===== src/hdl/pfps_pkg.sv =====
`timescale 1ns / 1ps
// ----------------------------------------------------------------------------
// pfps_pkg
// Types and codes shared by the flow pipe scheduler and its queue cells.
// ----------------------------------------------------------------------------
package pfps_pkg;

  localparam int unsigned ID_W    = 10;
  localparam int unsigned PRI_W   = 4;
  localparam int unsigned STAMP_W = 16;
  localparam int unsigned LEN_W   = 16;
  localparam int unsigned ORD_W   = 10;
  localparam int unsigned STAT_W  = 3;
  localparam int unsigned WCNT_W  = 6;

  localparam int unsigned IN_DATA_W  = 56;
  localparam int unsigned OUT_DATA_W = 24;

  // Sort key, most significant field first so a plain compare orders it
  typedef struct packed {
    logic [PRI_W-1:0]   priority_level;
    logic [STAMP_W-1:0] arrival_stamp;
    logic [LEN_W-1:0]   transmit_length;
    logic [ORD_W-1:0]   list_order;
  } sort_key_t;

  typedef struct packed {
    sort_key_t       key;
    logic [ID_W-1:0] flow_id;
  } wait_entry_t;

  // Queue operation broadcast to every cell
  typedef struct packed {
    logic insert;
    logic pop;
  } cell_ctl_t;

  typedef enum logic [0:0] {
    MODE_REQUEST = 1'b0,
    MODE_RELEASE = 1'b1
  } mode_t;

  typedef enum logic [STAT_W-1:0] {
    ST_GRANTED      = 3'd0,
    ST_QUEUED       = 3'd1,
    ST_RELEASED_NXT = 3'd2,
    ST_RELEASED_IDL = 3'd3,
    ST_ERROR        = 3'd4
  } status_t;

endpackage


===== src/hdl/pfps_cell.sv =====
`timescale 1ns / 1ps
// ----------------------------------------------------------------------------
// pfps_cell
// One slot of the sorted waiting queue: holds an entry, compares it with the
// incoming request and shifts towards either neighbour.
// ----------------------------------------------------------------------------
module pfps_cell (
  input  logic                  clk,
  input  pfps_pkg::cell_ctl_t   ctl,
  input  logic                  occupied,
  input  pfps_pkg::wait_entry_t new_entry,
  input  pfps_pkg::wait_entry_t left_entry,
  input  logic                  left_keep,
  input  pfps_pkg::wait_entry_t right_entry,
  output pfps_pkg::wait_entry_t entry,
  output logic                  keep
);

  // Equal keys stay ahead of the newcomer
  assign keep = occupied && (entry.key <= new_entry.key);

  always_ff @(posedge clk) begin
    if (ctl.insert) begin
      if (!keep) begin
        entry <= left_keep ? new_entry : left_entry;
      end
    end else if (ctl.pop) begin
      entry <= right_entry;
    end
  end

endmodule


===== config.mk =====
export PLATFORM = sky130hd
export DESIGN_NAME = pfps_cell
export DESIGN_NICKNAME = d
export VERILOG_FILES = /design/src/hdl/pfps_pkg.sv /design/src/hdl/pfps_cell.sv
export SDC_FILE = /design/constraint.sdc
export NUM_CORES = 1
export LEC_CHECK = 0
export BUFFER_PORTS_ARGS = -buffer_cell sky130_fd_sc_hd__buf_2
export CORE_MARGIN = 5
export CORE_UTILIZATION = 30
export DETAILED_ROUTE_END_ITERATION = 8
export PLACE_DENSITY = 0.7
export SLEW_MARGIN = 0
export SYNTH_ARGS = -nofsm -noshare
export SYNTH_HDL_FRONTEND = slang
export SYNTH_SLANG_ARGS = --single-unit

===== constraint.sdc =====
create_clock -name clk -period 11.88 [get_ports clk]
set_input_delay 1.188 -clock clk [delete_from_list [all_inputs] [get_ports clk]]
set_output_delay 1.188 -clock clk [all_outputs]
set_load 0.05 [all_outputs]

==> results.md <==
* Initial antenna violation count at 0
* Max-slew violations at 0
* Drt pass-1 iters at 4
* Final HPWL DP at 9.53 mm
* RSZ-0062 raised after global routing: no
* Count of cell types in the netlist at 36
* Mux contribution to synthesized area at 0.139
* Nets at 852
* Setup crit start: new_entry[51]
* F_max at 228 MHz
* Initial Util at 0.305
* Top reg by flops: entry
* Die Footprint at approximately 0.016 mm^2
* Gp weighted congestion at 0.778
* Largest register FFs at 56
* Crit path max fanout at 3
* Kind of critical path: in2out
* Largest net degree at the start of global routing at 63
* Cells on worst reg2reg path at 8
* Status: finished clean
* Die X at ~130 um
* Synthesized instance count at about 410
* Adder-cell share of the synthesized area at 0.143
* Most frequent cells in the layout: buf_2 (227), a21oi_1 (75), nor2_1 (57), mux2i_1 (56), edfxtp_1 (56)
* Synth Area in Simple Gates at 0.108
* Period utilisation layout at 0.370
* Int Pwr at a little under 400 uW
* CTS tree: yes
* CTS Buf Count at 5
* Post-synthesis register bit count at 56
* Synth-to-Final Area Change at 36.2%
* Combinational power share at 0.360
* Reg2reg end: entry[47]
* DRC at 0
* Hold_sp: right_entry[1]
* Core Region at 0.0132 mm^2
* WL per Instance at 14.3 um
* Worst hold path type: in2reg
* Cells after DPL at between 800 and 900
* Synth area leaders: edfxtp_1 (42%), ha_1 (14%), mux2i_1 (14%)
* Min cycle time layout at about 4400 ps
* CP arrival at ~3200 ps
* EDFF count, synth at 56
* Share of total power in sequential cells at 0.405
* Root buffer cell: clkbuf_16
* Clk Latency, worst-skew pair at 300 ps
* Final hold violations at 0
* Synth area leader: edfxtp_1
* Routed Antenna Nets at 0
* Max_cap viols at 0
* Fin area at 0.00550 mm^2
* Die Y at roughly 130 um
* Largest regs: entry: 56 flops
* IO Pins at between 200 and 250
* Synth async-reset ratio at 0
* Yosys warning total at 0
* Layout Cells excl Fill at a little over 800
* Compound-Gate Fraction of Synth Area at 0.129
* Crit path capture: keep
* # diodes at 0
* Synthesized area per cell at 9.75 um^2
* Total GRT Usage at 0.139
* Setup violators final at 0
* Sw frac at 0.369
* Drt total wl at between 10 and 15 mm
* Row cnt at between 40 and 50
* Seq/Total Area, Yosys at 0.416
* Reg2reg start: entry[43]
* Dpl cell area at between 0.005 and 0.006 mm^2
* Clock sinks at 56
* # port buffers at between 200 and 250
* Setup TNS at 0 ps
* Leakage power total at 0.00281 uW
* Syn Nets at between 600 and 700
* Worst slew pin tran at roughly 980 ps
* CTS resizes at 0
* CP max stage cell: nor4_2
* Power per Cell Area at 114 mW/mm^2
* CP max stage delay at roughly 370 ps
* Post-CTS setup buffers at 0
* Clk slew on worst S/H paths at ~80 ps
* Crit path top cell by count: buf_2
* Ys flop type: edfxtp_1
* Reg2Reg Setup Slack at between 8000 and 9000 ps
* CP Cell Sequence: buf_2 > inv_1 > ha_1 > nand4_2 > nor4_2 > and4_1 > o41ai_1 > and3b_1 > o21a_1 > buf_2
* Max_slew headroom at 0.350
* Endpoint type of the worst setup path: output pin
* Skew final at about 8.3 ps
* Total Power at about 630 uW
* Via Count at roughly 3700
* Vias per cell at around 4.6
* Startpoint Class: primary input
* Worst VDD drop at 0.0000547 V
* Iteration-0 DRC Markers at 91
* Main combinational cell family by area after synthesis: adder cells
* Clock Path Buffers at 2
* First-pass GRT wire length at 17.8 mm
* Critical Path RT at approximately 11000 ps
* NetSw at roughly 230 uW
* Yosys top cell area share at 0.416
* H-tree depth at 2
* Clock power share at 0.236
* Leading cell type in the layout, fill and taps excluded: buf_2
* Layout cell share with drive strength beyond 1 at 0.383
* Cts hold-fix bufs at 0
* Fill cells at 1371
* Synthesized area at between 0.004 and 0.005 mm^2
* XOR/XNOR Fraction of Synth Area at 0
* Gr ovfl total at 0
* Vias in the first global route at around 3700
==> how the worst min path moves through the flow <==
stage                endpoint  depth (start not counted)  slack [ps]
floorplan            entry[0]                          2        1410
global placement    entry[20]                          3        1510
detailed placement  entry[21]                          3        1510
CTS                  entry[1]                          3        1190
global route         entry[1]                          3        1200
finish               entry[1]                          3        1200
==> synth_stat cells (all sizes together) (2+ instances only) <==
cell,count
a21oi,75
nor2,57
edfxtp,56
mux2i,56
inv,49
ha,46
clkbuf,11
nand4,10
nand2,9
o21ai,9
buf,8
nand3,4
a21o,3
nor4,3
a21boi,2
and4,2
==> layer usage <==
metal  wire length, um  global-route usage  up-vias
li1                  -                   -     1934
met1              4690               0.153     1689
met5                 0                   0        -
met4                97              0.0334        0
met2              6100               0.261      107
met3               723              0.0385        9
==> area by class of cell <==
cell class | count | area, um^2 | share of cell area
clock buffers | 5 | 125 | 0.0227
clock inverters | 3 | 13.8 | 0.00250
multi-input cells | 290 | 2110 | 0.384
flip-flops and latches | 56 | 1680 | 0.306
inverters | 49 | 184 | 0.0334
repair buffers | 231 | 1170 | 0.212
well taps | 176 | 220 | 0.0400
==> through the flow <==
step	setup slack [ps]	hold WS (ps)	utilization
global route	7410	1200	0.415
finish	7490	1200	0.415
CTS	7490	1190	0.415
floorplan	6100	1410	-
global placement	7570	1510	0.405
detailed placement	7490	1510	0.405
==> cell families (layout without fill, tap and decap cells) <==
group | Yosys count | in the layout
compound gates | 97 | 97
simple gates | 91 | 91
buf+inv | 68 | 288
mux | 56 | 56
flops | 56 | 56
fa+ha+maj | 46 | 46
==> power by group through the flow <==
| stage | Sequential, uW | Combinational [uW] | Clock, uW |
|---|---|---|---|
| floorplan | 332 | 82.0 | 0 |
| global placement | 258 | 227 | 0 |
| detailed placement | 259 | 229 | 0 |
| CTS | 255 | 230 | 156 |
| global route | 257 | 247 | 162 |
| finish | 254 | 226 | 148 |
==> critical path: cells and delay by family <==
family	cells	cell delay (ps)
and+or+nand+nor	4	1080
buffers and inverters	3	340
adders and majority gates	1	320
AOI/OAI and AO/OA	2	280
(Power assumes the default switching activity.)
